`src/i2cm_pkg.sv`:
```
// Shared types and constants for the I2C master bit sequencer.
`default_nettype none

package i2cm_pkg;

  localparam int unsigned WAIT_BITS = 16;
  localparam int unsigned STEP_BITS = 3;
  localparam int unsigned BCNT_BITS = 4;

  localparam logic [WAIT_BITS-1:0] PHASE_TICKS_RST = WAIT_BITS'(120);
  localparam logic [BCNT_BITS-1:0] DATA_BITS = BCNT_BITS'(8);
  localparam logic [BCNT_BITS-1:0] RESET_PULSES = BCNT_BITS'(9);

  // Command codes as carried in the mode field.
  localparam logic [2:0] MODE_TICK  = 3'd0;
  localparam logic [2:0] MODE_START = 3'd1;
  localparam logic [2:0] MODE_STOP  = 3'd2;
  localparam logic [2:0] MODE_WRITE = 3'd3;
  localparam logic [2:0] MODE_READ  = 3'd4;
  localparam logic [2:0] MODE_RESET = 3'd5;

  typedef enum logic [5:0] {
    CMD_IDLE  = 6'b000001,
    CMD_START = 6'b000010,
    CMD_STOP  = 6'b000100,
    CMD_WRITE = 6'b001000,
    CMD_READ  = 6'b010000,
    CMD_RESET = 6'b100000
  } cmd_state_t;

  typedef struct packed {
    logic [2:0] mode;
    logic [7:0] tx_byte;
    logic       ack_to_send;
    logic       sda_in;
  } in_word_t;

  typedef struct packed {
    logic       scl_level;
    logic       sda_drive_level;
    logic       sda_released;
    logic       busy_res;
    logic       done_res;
    logic [7:0] rx_byte;
    logic       ack_received;
  } out_word_t;

endpackage

`default_nettype wire

```
`src/i2c_master_bit_sequencer.sv`:
```
// An accepted word's result is registered in the output register, or in the skid
// entry while out_ stalls. One word per cycle while in_stall is low; each word is
// one bus tick and the sequencer step is a single registered pass. in_stall rises
// only when the result register and its skid entry both hold words not yet taken.
// Reset (rst_n low, synchronous): bus idle, SCL and SDA high and driven,
// phase length 120 ticks, result channel empty.
`default_nettype none

module i2c_master_bit_sequencer import i2cm_pkg::*; (
  input  wire logic                 clk,
  input  wire logic                 rst_n,
  // tick / command channel
  input  wire logic                 in_valid,
  output logic                      in_stall,
  input  wire in_word_t             in_word,
  // per-tick result channel
  output logic                      out_valid,
  input  wire logic                 out_stall,
  output out_word_t                 out_word,
  // phase length register
  input  wire logic                 cfg_wr_en,
  input  wire logic [WAIT_BITS-1:0] cfg_wr_data
);

  logic      accept;
  logic      skid_full;
  out_word_t res_word;

  // The sequencer advances exactly once per accepted word.
  assign accept   = in_valid && !skid_full;
  assign in_stall = skid_full;

  // Pin sequencing: command decode, phase timer, bit/shift handling.
  i2cm_core u_core (
    .clk         (clk),
    .rst_n       (rst_n),
    .step_en     (accept),
    .in_word     (in_word),
    .cfg_wr_en   (cfg_wr_en),
    .cfg_wr_data (cfg_wr_data),
    .res_word    (res_word)
  );

  // Output register plus skid entry so a stalled consumer costs no tick.
  i2cm_skid u_skid (
    .clk       (clk),
    .rst_n     (rst_n),
    .push      (accept),
    .push_word (res_word),
    .full      (skid_full),
    .out_valid (out_valid),
    .out_stall (out_stall),
    .out_word  (out_word)
  );

  // A full skid entry implies the result register is also occupied.
  a_skid_behind_out: assert property (@(posedge clk) disable iff (!rst_n)
    in_stall |-> out_valid)
    else $error("skid entry occupied with empty result register");

  // Completion word always reports the bus idle.
  a_done_not_busy: assert property (@(posedge clk) disable iff (!rst_n)
    (out_valid && out_word.done_res) |-> !out_word.busy_res)
    else $error("done reported while still busy");

  // Every command hands SDA back to the driver before going idle.
  a_idle_sda_driven: assert property (@(posedge clk) disable iff (!rst_n)
    (out_valid && !out_word.busy_res) |-> !out_word.sda_released)
    else $error("SDA left released while idle");

  // An accepted word always leaves out_valid high on the next cycle.
  a_accept_result: assert property (@(posedge clk) disable iff (!rst_n)
    accept |=> out_valid)
    else $error("accepted word produced no result");

endmodule

`default_nettype wire

```
`src/i2cm_core.sv`:
```
// Bus sequencer state and the per-tick next-state / result logic.
`default_nettype none

module i2cm_core import i2cm_pkg::*; (
  input  wire logic                 clk,
  input  wire logic                 rst_n,
  input  wire logic                 step_en,
  input  wire in_word_t             in_word,
  input  wire logic                 cfg_wr_en,
  input  wire logic [WAIT_BITS-1:0] cfg_wr_data,
  output out_word_t                 res_word
);

  cmd_state_t           cmd_r, cmd_nxt;
  logic [STEP_BITS-1:0] step_r, step_nxt;
  logic [BCNT_BITS-1:0] bcnt_r, bcnt_nxt;
  logic [7:0]           shift_r, shift_nxt;
  logic [WAIT_BITS-1:0] wait_r, wait_nxt;
  logic                 scl_r, scl_nxt;
  logic                 sda_r, sda_nxt;
  logic                 rel_r, rel_nxt;
  logic                 ack_r, ack_nxt;
  logic [7:0]           rx_r, rx_nxt;
  logic                 ackd_r, ackd_nxt;
  logic [WAIT_BITS-1:0] phase_r;
  logic [WAIT_BITS-1:0] wait_load;
  logic                 done;
  logic                 do_enter;
  logic                 fin;

  // Zero phase length behaves like one.
  assign wait_load = (phase_r == '0) ? '0 : phase_r - WAIT_BITS'(1);

  always_comb begin
    cmd_nxt   = cmd_r;
    step_nxt  = step_r;
    bcnt_nxt  = bcnt_r;
    shift_nxt = shift_r;
    wait_nxt  = wait_r;
    scl_nxt   = scl_r;
    sda_nxt   = sda_r;
    rel_nxt   = rel_r;
    ack_nxt   = ack_r;
    rx_nxt    = rx_r;
    ackd_nxt  = ackd_r;
    done      = 1'b0;
    do_enter  = 1'b0;
    fin       = 1'b0;

    if (cmd_r == CMD_IDLE) begin
      do_enter  = 1'b1;
      step_nxt  = '0;
      bcnt_nxt  = '0;
      shift_nxt = '0;
      case (in_word.mode)
        MODE_START: cmd_nxt = CMD_START;
        MODE_STOP:  cmd_nxt = CMD_STOP;
        MODE_WRITE: begin
          cmd_nxt   = CMD_WRITE;
          shift_nxt = in_word.tx_byte;
        end
        MODE_READ: begin
          cmd_nxt  = CMD_READ;
          ackd_nxt = in_word.ack_to_send;
        end
        MODE_RESET: cmd_nxt = CMD_RESET;
        default: begin
          do_enter  = 1'b0;
          step_nxt  = step_r;
          bcnt_nxt  = bcnt_r;
          shift_nxt = shift_r;
        end
      endcase
    end else if (wait_r != '0) begin
      wait_nxt = wait_r - WAIT_BITS'(1);
    end else begin
      // End of the current phase.
      step_nxt = step_r + STEP_BITS'(1);
      case (cmd_r)
        CMD_START: fin = (step_r >= STEP_BITS'(2));
        CMD_STOP:  fin = (step_r >= STEP_BITS'(1));
        CMD_WRITE: begin
          if (step_r == STEP_BITS'(2)) begin
            shift_nxt = {shift_r[6:0], 1'b0};
            bcnt_nxt  = bcnt_r + BCNT_BITS'(1);
            step_nxt  = (bcnt_nxt < DATA_BITS) ? STEP_BITS'(0) : STEP_BITS'(3);
          end
          if (step_r == STEP_BITS'(4)) ack_nxt = in_word.sda_in;
          if (step_r >= STEP_BITS'(5)) begin
            rel_nxt = 1'b0;
            fin     = 1'b1;
          end
        end
        CMD_READ: begin
          if (step_r == STEP_BITS'(1)) shift_nxt = {shift_r[6:0], in_word.sda_in};
          if (step_r == STEP_BITS'(2)) begin
            bcnt_nxt = bcnt_r + BCNT_BITS'(1);
            step_nxt = (bcnt_nxt < DATA_BITS) ? STEP_BITS'(0) : STEP_BITS'(3);
          end
          if (step_r >= STEP_BITS'(5)) begin
            rx_nxt = shift_r;
            fin    = 1'b1;
          end
        end
        default: begin
          if (step_r == STEP_BITS'(2)) begin
            bcnt_nxt = bcnt_r + BCNT_BITS'(1);
            step_nxt = (bcnt_nxt < RESET_PULSES) ? STEP_BITS'(1) : STEP_BITS'(3);
          end
          fin = (step_r >= STEP_BITS'(4));
        end
      endcase
      if (fin) begin
        cmd_nxt  = CMD_IDLE;
        step_nxt = '0;
        bcnt_nxt = '0;
        done     = 1'b1;
      end else begin
        do_enter = 1'b1;
      end
    end

    // Pin levels of the phase being entered.
    if (do_enter) begin
      wait_nxt = wait_load;
      case (cmd_nxt)
        CMD_START: begin
          if (step_nxt == STEP_BITS'(0)) begin
            scl_nxt = 1'b1;
            sda_nxt = 1'b1;
            rel_nxt = 1'b0;
          end else if (step_nxt == STEP_BITS'(1)) begin
            sda_nxt = 1'b0;
          end else begin
            scl_nxt = 1'b0;
          end
        end
        CMD_STOP: begin
          if (step_nxt == STEP_BITS'(0)) begin
            scl_nxt = 1'b1;
            sda_nxt = 1'b0;
            rel_nxt = 1'b0;
          end else begin
            sda_nxt = 1'b1;
          end
        end
        CMD_WRITE: begin
          if (step_nxt == STEP_BITS'(0)) begin
            sda_nxt = shift_nxt[7];
          end else if (step_nxt == STEP_BITS'(1) || step_nxt == STEP_BITS'(4)) begin
            scl_nxt = 1'b1;
          end else if (step_nxt == STEP_BITS'(2) || step_nxt == STEP_BITS'(5)) begin
            scl_nxt = 1'b0;
          end else begin
            sda_nxt = 1'b1;
            rel_nxt = 1'b1;
          end
        end
        CMD_READ: begin
          if (step_nxt == STEP_BITS'(0)) begin
            scl_nxt = 1'b0;
            rel_nxt = 1'b1;
          end else if (step_nxt == STEP_BITS'(1) || step_nxt == STEP_BITS'(4)) begin
            scl_nxt = 1'b1;
          end else if (step_nxt == STEP_BITS'(2) || step_nxt == STEP_BITS'(5)) begin
            scl_nxt = 1'b0;
          end else begin
            sda_nxt = ackd_nxt;
            rel_nxt = 1'b0;
          end
        end
        default: begin
          if (step_nxt == STEP_BITS'(0)) begin
            scl_nxt = 1'b1;
            sda_nxt = 1'b1;
            rel_nxt = 1'b0;
          end else if (step_nxt == STEP_BITS'(1)) begin
            scl_nxt = 1'b0;
          end else if (step_nxt == STEP_BITS'(2)) begin
            scl_nxt = 1'b1;
          end else if (step_nxt == STEP_BITS'(3)) begin
            scl_nxt = 1'b1;
            sda_nxt = 1'b0;
            rel_nxt = 1'b0;
          end else begin
            sda_nxt = 1'b1;
          end
        end
      endcase
    end
  end

  always_comb begin
    res_word.scl_level       = scl_nxt;
    res_word.sda_drive_level = sda_nxt;
    res_word.sda_released    = rel_nxt;
    res_word.busy_res        = (cmd_nxt != CMD_IDLE);
    res_word.done_res        = done;
    res_word.rx_byte         = rx_nxt;
    res_word.ack_received    = ack_nxt;
  end

  always_ff @(posedge clk) begin
    if (!rst_n) begin
      phase_r <= PHASE_TICKS_RST;
    end else if (cfg_wr_en) begin
      phase_r <= cfg_wr_data;
    end
  end

  always_ff @(posedge clk) begin
    if (!rst_n) begin
      cmd_r   <= CMD_IDLE;
      step_r  <= '0;
      bcnt_r  <= '0;
      shift_r <= '0;
      wait_r  <= '0;
      scl_r   <= 1'b1;
      sda_r   <= 1'b1;
      rel_r   <= 1'b0;
      ack_r   <= 1'b0;
      rx_r    <= '0;
      ackd_r  <= 1'b0;
    end else if (step_en) begin
      cmd_r   <= cmd_nxt;
      step_r  <= step_nxt;
      bcnt_r  <= bcnt_nxt;
      shift_r <= shift_nxt;
      wait_r  <= wait_nxt;
      scl_r   <= scl_nxt;
      sda_r   <= sda_nxt;
      rel_r   <= rel_nxt;
      ack_r   <= ack_nxt;
      rx_r    <= rx_nxt;
      ackd_r  <= ackd_nxt;
    end
  end

endmodule

`default_nettype wire

```
`src/i2cm_skid.sv`:
```
// Result register with one skid entry on the output channel.
`default_nettype none

module i2cm_skid import i2cm_pkg::*; (
  input  wire logic      clk,
  input  wire logic      rst_n,
  input  wire logic      push,
  input  wire out_word_t push_word,
  output logic           full,
  output logic           out_valid,
  input  wire logic      out_stall,
  output out_word_t      out_word
);

  logic      out_valid_r, out_valid_nxt;
  logic      skid_valid_r, skid_valid_nxt;
  out_word_t out_word_r, out_word_nxt;
  out_word_t skid_word_r, skid_word_nxt;
  logic      pop;

  assign pop       = out_valid_r && !out_stall;
  assign full      = skid_valid_r;
  assign out_valid = out_valid_r;
  assign out_word  = out_word_r;

  always_comb begin
    out_valid_nxt  = out_valid_r;
    skid_valid_nxt = skid_valid_r;
    out_word_nxt   = out_word_r;
    skid_word_nxt  = skid_word_r;
    if (!out_valid_r || pop) begin
      out_valid_nxt  = skid_valid_r || push;
      out_word_nxt   = skid_valid_r ? skid_word_r : push_word;
      skid_valid_nxt = 1'b0;
    end else if (push) begin
      skid_valid_nxt = 1'b1;
      skid_word_nxt  = push_word;
    end
  end

  always_ff @(posedge clk) begin
    if (!rst_n) begin
      out_valid_r  <= 1'b0;
      skid_valid_r <= 1'b0;
    end else begin
      out_valid_r  <= out_valid_nxt;
      skid_valid_r <= skid_valid_nxt;
    end
  end

  always_ff @(posedge clk) begin
    out_word_r  <= out_word_nxt;
    skid_word_r <= skid_word_nxt;
  end

endmodule

`default_nettype wire

```
`config.mk`:
```
export PLATFORM = sky130hd
export DESIGN_NAME = i2c_master_bit_sequencer
export DESIGN_NICKNAME = d
export VERILOG_FILES = /design/src/i2cm_pkg.sv /design/src/i2c_master_bit_sequencer.sv /design/src/i2cm_core.sv /design/src/i2cm_skid.sv
export SDC_FILE = /design/constraint.sdc
export NUM_CORES = 1
export LEC_CHECK = 0
export BUFFER_PORTS_ARGS = -buffer_cell sky130_fd_sc_hd__buf_4
export CORE_ASPECT_RATIO = 0.7
export CORE_MARGIN = 4
export CORE_UTILIZATION = 50
export DETAILED_ROUTE_END_ITERATION = 10
export HOLD_SLACK_MARGIN = 0.05
export PLACE_DENSITY = 0.78
export SLEW_MARGIN = 20
export SYNTH_ARGS = -nofsm -noshare
export SYNTH_HDL_FRONTEND = slang
export SYNTH_SLANG_ARGS = --single-unit
```
`constraint.sdc`:
```
create_clock -name clk -period 3.7 [get_ports clk]
set_input_delay 0.185 -clock clk [delete_from_list [all_inputs] [get_ports clk]]
set_output_delay 0.185 -clock clk [all_outputs]
set_load 0.01 [all_outputs]
```
# Yosys cells after proc, flatten, opt, wreduce, memory -nomap -nowiden
# Cells that the tools add are included.
# totals
ff_bits	96
input_bits	34
out_inout_bits	16
# classes
add_sub_neg	4
n_lt_le_gt_ge	6
eq_ne	30
mux	96
bitwise	2
n_reduce_logical	25
# op_table
cell	count
$mux W16	4
$mux W8	8
$mux W1	58
$pmux W8 S2	2
$sub A16 B1 Y16 const B	2
$pmux W6 S5	1
$mux W4	6
$mux W3	6
$mux W6	3
$logic_not A16 Y1	1
$reduce_bool A16 Y1	1
$eq A3 B2 Y1 const B	5
$eq A3 B3 Y1 const B	5
$mux W14	1
$eq A6 B2 Y1 const B	2
$eq A6 B3 Y1 const B	2
$eq A6 B4 Y1 const B	2
$eq A6 B5 Y1 const B	2
$eq A3 B1 Y1 const B	3
$ne A3 B1 Y1 const B	3
$lt A4 B4 Y1 const B	2
$pmux W1 S4	2
$reduce_or A2 Y1	4
$eq A6 B1 Y1 const B	1
other kinds (25)	37

# Longest topological paths before layout
# depth
ltp_word	16
depth_mapped	13

# Modules after synthesis
# From an unflattened synthesis, not the netlist that was laid out.
# unflattened
cells_unflattened	637
area_unflattened_um2	5606.6
# by_module_without_submodules
module	instances	cells_per_inst	area_per_inst_um2	seq_area_each_um2
i2cm_core	1	585	4458.0	1321.3
i2cm_skid	1	51	1134.8	880.8
i2c_master_bit_sequencer	1	1	13.8	0.0

# Worst setup path before layout
# OpenSTA, ideal clock, no wires.
# synth_path
path_type	reg2reg
start	register u_core.step_r[1]
end	register u_skid.out_word_r (netlist bit u_skid.out_word[11]) (data pin)
t_arrival_ns	2.869
required_ns	3.434
setup_slack_ns	0.565
path_stages_with_launch	13
path_buffers	1
period_less_slack_ns	3.135
path_cell_list	dfxtp_1 > inv_1 > ha_1 > or3_1 > a41oi_1 > a21oi_2 > a211oi_1 > or2_1 > buf_2 > o211ai_1 > a2111o_1 > o211ai_1 > o21ai_1
# synth_via
elab_chain_len	16
word_cells_on_any_way	54
classes_between	add/sub (1); order compare (4); eq/ne (10); mux (35); reduce/logical (4)
# synth_lines
element	line_no	source
start, declared	i2cm_core.sv:15	logic [STEP_BITS-1:0] step_r, step_nxt;
start signal, assigned	i2cm_core.sv:226	step_r <= step_nxt;
$ge A3 B3 Y1	i2cm_core.sv:89, i2cm_core.sv:100	
$mux W1	i2cm_core.sv:89, i2cm_core.sv:100	
$pmux W1 S3	i2cm_core.sv:79	case (cmd_r)
$mux W1	i2cm_core.sv:74	end else if (wait_r != '0) begin
$mux W1	i2cm_core.sv:50	if (cmd_r == CMD_IDLE) begin
$mux W3	i2cm_core.sv:113	if (fin) begin
$mux W3	i2cm_core.sv:74	
$mux W3	i2cm_core.sv:50	
$eq A3 B2 Y1 (tied with other cells)	i2cm_core.sv:181	end else if (step_nxt == STEP_BITS'(3)) begin
$mux W1 or $logic_or A1 B1 Y1 (tied branches)	i2cm_core.sv:181, i2cm_core.sv:152, i2cm_core.sv:165	
$mux W1, on equally long branches	i2cm_core.sv:179, i2cm_core.sv:152, i2cm_core.sv:165	
$mux W1, on equally long branches	i2cm_core.sv:177, i2cm_core.sv:150, i2cm_core.sv:163	
$mux W1, on equally long branches	i2cm_core.sv:173, i2cm_core.sv:148, i2cm_core.sv:160	
$pmux W1 S3	i2cm_core.sv:126	case (cmd_nxt)
$mux W1 *	i2cm_core.sv:124	if (do_enter) begin
$mux W14 *	i2cm_skid.sv:33	out_word_nxt = skid_valid_r ? skid_word_r : push_word;
end signal, assigned	i2cm_skid.sv:52	out_word_r <= out_word_nxt;
end, declared	i2cm_skid.sv:17	out_word_t out_word_r, out_word_nxt;
# Mark *: on every way between the ends. The rest lies on a longest branch, timed or not. The select of a mux whose other input is x is not followed.
# A chain may end at the register's enable or synchronous reset.

# Worst setup path in the final report
# layout_path
start	register u_core.cmd_r[2]
end	register u_skid.out_word_r (netlist bit u_skid.out_word[11]) (data pin)
# layout_via
elab_chain_len	16
word_cells_on_any_way	51
classes_between	eq/ne (14); mux (31); reduce/logical (6)
# layout_lines
element	line_no	source
start, declared	i2cm_core.sv:14	cmd_state_t cmd_r, cmd_nxt;
start signal, assigned	i2cm_core.sv:225	cmd_r <= cmd_nxt;
$eq A6 B4 Y1 or $eq A6 B5 Y1 (tied branches)	i2cm_core.sv:79	
$reduce_or A2 Y1 (no source line)	--	
$pmux W1 S3	i2cm_core.sv:79	
$mux W1	i2cm_core.sv:74	
$mux W1	i2cm_core.sv:50	
$mux W3	i2cm_core.sv:113	
$mux W3	i2cm_core.sv:74	
$mux W3	i2cm_core.sv:50	
$eq A3 B2 Y1 (tied with other cells)	i2cm_core.sv:181	
$mux W1 or $logic_or A1 B1 Y1 (tied branches)	i2cm_core.sv:181, i2cm_core.sv:152, i2cm_core.sv:165	
$mux W1, on equally long branches	i2cm_core.sv:179, i2cm_core.sv:152, i2cm_core.sv:165	
$mux W1, on equally long branches	i2cm_core.sv:177, i2cm_core.sv:150, i2cm_core.sv:163	
$mux W1, on equally long branches	i2cm_core.sv:173, i2cm_core.sv:148, i2cm_core.sv:160	
$pmux W1 S3	i2cm_core.sv:126	
$mux W1 *	i2cm_core.sv:124	
$mux W14 *	i2cm_skid.sv:33	
# Marks and branches as above.

==> reports/summary.txt <==
Status -> completed
Synth top area share -> 0.237
Starting density of the core -> 0.517
Commonest non-fill, non-tap cells in the layout -> buf_4 (78), nor2_1 (69), dfxtp_1 (68)
CTS H-tree lvls -> 3
Number of antenna diodes -> 0
Pwr/cell area -> 511 nW/um^2
Logic pwr share -> 0.331
Dpl cell area -> 6380 sq um
CP required -> 3.77 ns
Post-Layout Cell Count -> 871
Area leader, netlist -> dfxtp_1
Hold Path Class -> in2reg
Hold Slack -> 0.0528 ns
Primary FF master, synth -> dfxtp_1
Clock-pin slew on the worst setup and hold paths -> 0.07 ns
CP Capture Type -> register
Final Skew -> 0.00899 ns
Max rail drop VDD -> 0.000275 V
Synth area leaders -> dfxtp_1 (24%), edfxtp_1 (15%), nor2_1 (4.5%)
Clk sinks -> 96
I/O Buffers -> 49
Synth Net Count -> 699
Final worst-path cycle share -> 0.908
Core ar. -> 11100 sq um
Number of setup violations in the final report -> 0
Die span in y -> 97.6 um
CP arrival -> 3.43 ns
Num rows -> 32
Minimum clock period -> 3.36 ns
Unique masters post-synth -> 74
Hold buffer count at cts -> 0
Area delta synth->final -> 16.8%
Async set-reset flop share out of synthesis -> 0
Clk_lat worst skew -> 0.35 ns
Reg power frac -> 0.382
P_sw -> 1.22 mW
Clock group share of total power -> 0.287
Final ANT Viol Nets -> 0
Syn_area_per_cell -> 8.70 sq um
Switching portion of total power -> 0.356
FF+latch count, synth -> 96
Slew margin rel. -> 0.409
Routability-driven placement congestion ratio -> 0.994
Die area -> 13300 sq um
DRT Wirelength -> 16000 um
Layout cells sized above 1 -> 0.192
Fin area -> 6700 sq um
DR pass1 iterations -> 5
CTS root buffer -> clkbuf_16
First-pass GRT wire length -> 25700 um
Post-CTS Resized -> 0
Setup total negative slack -> 0 ns
Detailed placer's ending HPWL -> 12000 um
Fin. max-slew vios -> 0
Die width -> 136 um
F_max -> 298 MHz
TritonCTS Buffers -> 9
Largest net degree at the start of global routing -> 70
Power Internal -> 2.20 mW
RSZ-0062 raised after global routing -> no
IO Count -> 50
Crit Path Class -> reg2reg
Initial antenna violation count -> 1
DRC -> 0
Total power draw -> 3.42 mW
Final hold vios -> 0
Post-Synthesis Cells -> 659
Wire per inst -> 18.4 um
CTS tree -> done
Seq/Total Area, Yosys -> 0.384
Total setup buffers inserted after CTS -> 0
Number of vias per cell -> 6.00
Yosys warnings -> 0
Layout Nets -> 753
Post-Syn Area -> 5730 sq um
Vias in the first global route -> 4845
GRT overflow -> 0
DR vias -> 5229
Max clock buf depth -> 2
Crit path launch type -> register
Max-cap violations -> 0
Standby leakage power -> 2.63 nW
Placed Cells incl. Taps -> 855
Crit-path max FO -> 5
Commonest non-fill, non-tap cell in the layout -> buf_4
GRT Resource Usage Total -> 0.242
Initial DRC Count -> 590
Slew @ Worst Pin -> 0.885 ns
Post-synth EDFFs -> 28
## logic make-up (layout without fill, tap and decap cells)
group                    Yosys count  count (layout)  synth area share
AND/OR/NAND/NOR                  286             286             0.266
buffers and inverters             53             112            0.0358
XOR/XNOR                          14              14            0.0214
flip-flops                        96              96             0.384
adder cells (fa/ha/maj)            6               6            0.0131
AO/OA/AOI/OAI                    163             163             0.204
multiplexers                      41              41            0.0762
## stage by stage
step / util / worst slack [ns]
floorplan: - / 0.565
global placement: 0.575 / 0.400
detailed placement: 0.575 / 0.395
CTS: 0.604 / 0.375
global route: 0.604 / 0.206
finish: 0.604 / 0.341
## layer usage
metal | GRT usage | vias to the layer above | routed length (um)
met5 | 0 | - | 7
met3 | 0.0564 | 21 | 1220
met1 | 0.381 | 2461 | 8280
li1 | - | 2552 | -
met2 | 0.332 | 193 | 6310
met4 | 0.0480 | 2 | 193
## sequential cells by signal, summed over array words and instances, names as in the netlist, 4 cells and up
| register | count |
|---|---|
| u_core.phase_r | 16 |
| u_core.wait_r | 16 |
| u_skid.out_word | 14 |
| u_skid.skid_word_r | 14 |
| u_core.rx_r | 8 |
| u_core.shift_r | 8 |
| u_core.cmd_r | 6 |
| u_core.bcnt_r | 4 |
## cell type report
| cell class | instances | area [sq um] |
|---|---|---|
| fill | 972 | 4400 |
| multi-input combinational | 510 | 3330 |
| sequential | 96 | 2200 |
| timing repair buffer | 78 | 586 |
| clock buffer | 9 | 225 |
| tap | 153 | 191 |
| clock inverter | 7 | 92.6 |
| inverter | 18 | 67.6 |
## Yosys cell counts (4+ instances only)
cell	instances
clkbuf_1	27
xor2_1	4
o31ai_1	4
nor2b_1	25
and2_1	8
a211oi_2	4
o211a_1	4
o21ai_1	8
buf_2	5
nand3_1	15
or3_1	4
a221oi_1	6
nand3b_1	5
nand2b_1	7
ha_1	6
a22oi_1	7
o211ai_1	8
o22ai_1	7
o21a_1	4
a21boi_0	10
edfxtp_1	28
nand4_1	6
nor3b_1	21
xnor2_1	10
dfxtp_1	68
nor2_1	69
and3_1	11
inv_1	18
mux2_2	21
nor3_1	21
nand2_1	60
a211oi_1	6
o21ai_0	33
nor4_1	12
a21oi_1	27
mux2i_1	20
## path summary, 6_finish.rpt
path | from | end | slack [ns] | cells past startpoint
max | u_core.cmd_r[2]$_SDFFE_PN0P_ | u_skid.out_word[11]$_DFFE_PP_ | 0.34 | 9
min | cfg_wr_data[6] | u_core.phase_r[6]$_SDFFE_PN1P_ | 0.05 | 3
max reg2reg | u_core.cmd_r[2]$_SDFFE_PN0P_ | u_skid.out_word[11]$_DFFE_PP_ | 0.34 | 9
min reg2reg | u_core.ackd_r$_SDFFE_PN0P_ | u_core.ackd_r$_SDFFE_PN0P_ | 0.47 | 2
## critical path: stages, from the launching register on
cell	delay [ns]
dfxtp_1	0.34
or4_4	0.57
or4_4	0.56
a211oi_2	0.38
o21a_1	0.27
a211o_1	0.19
o211ai_1	0.13
a2111o_1	0.42
o211ai_1	0.14
o21ai_1	0.08
## power groups by stage
stage          logic [mW]  registers (mW)  clock network [mW]
2_1_floorplan       0.744            1.30                   0
4_1_cts              1.11            1.30               0.992
3_3_place_gp         1.08            1.32                   0
5_1_grt              1.24            1.32                1.04
3_5_place_dp         1.10            1.33                   0
6_report             1.13            1.31               0.982
No activity file was read; power rests on OpenSTA's default activity.
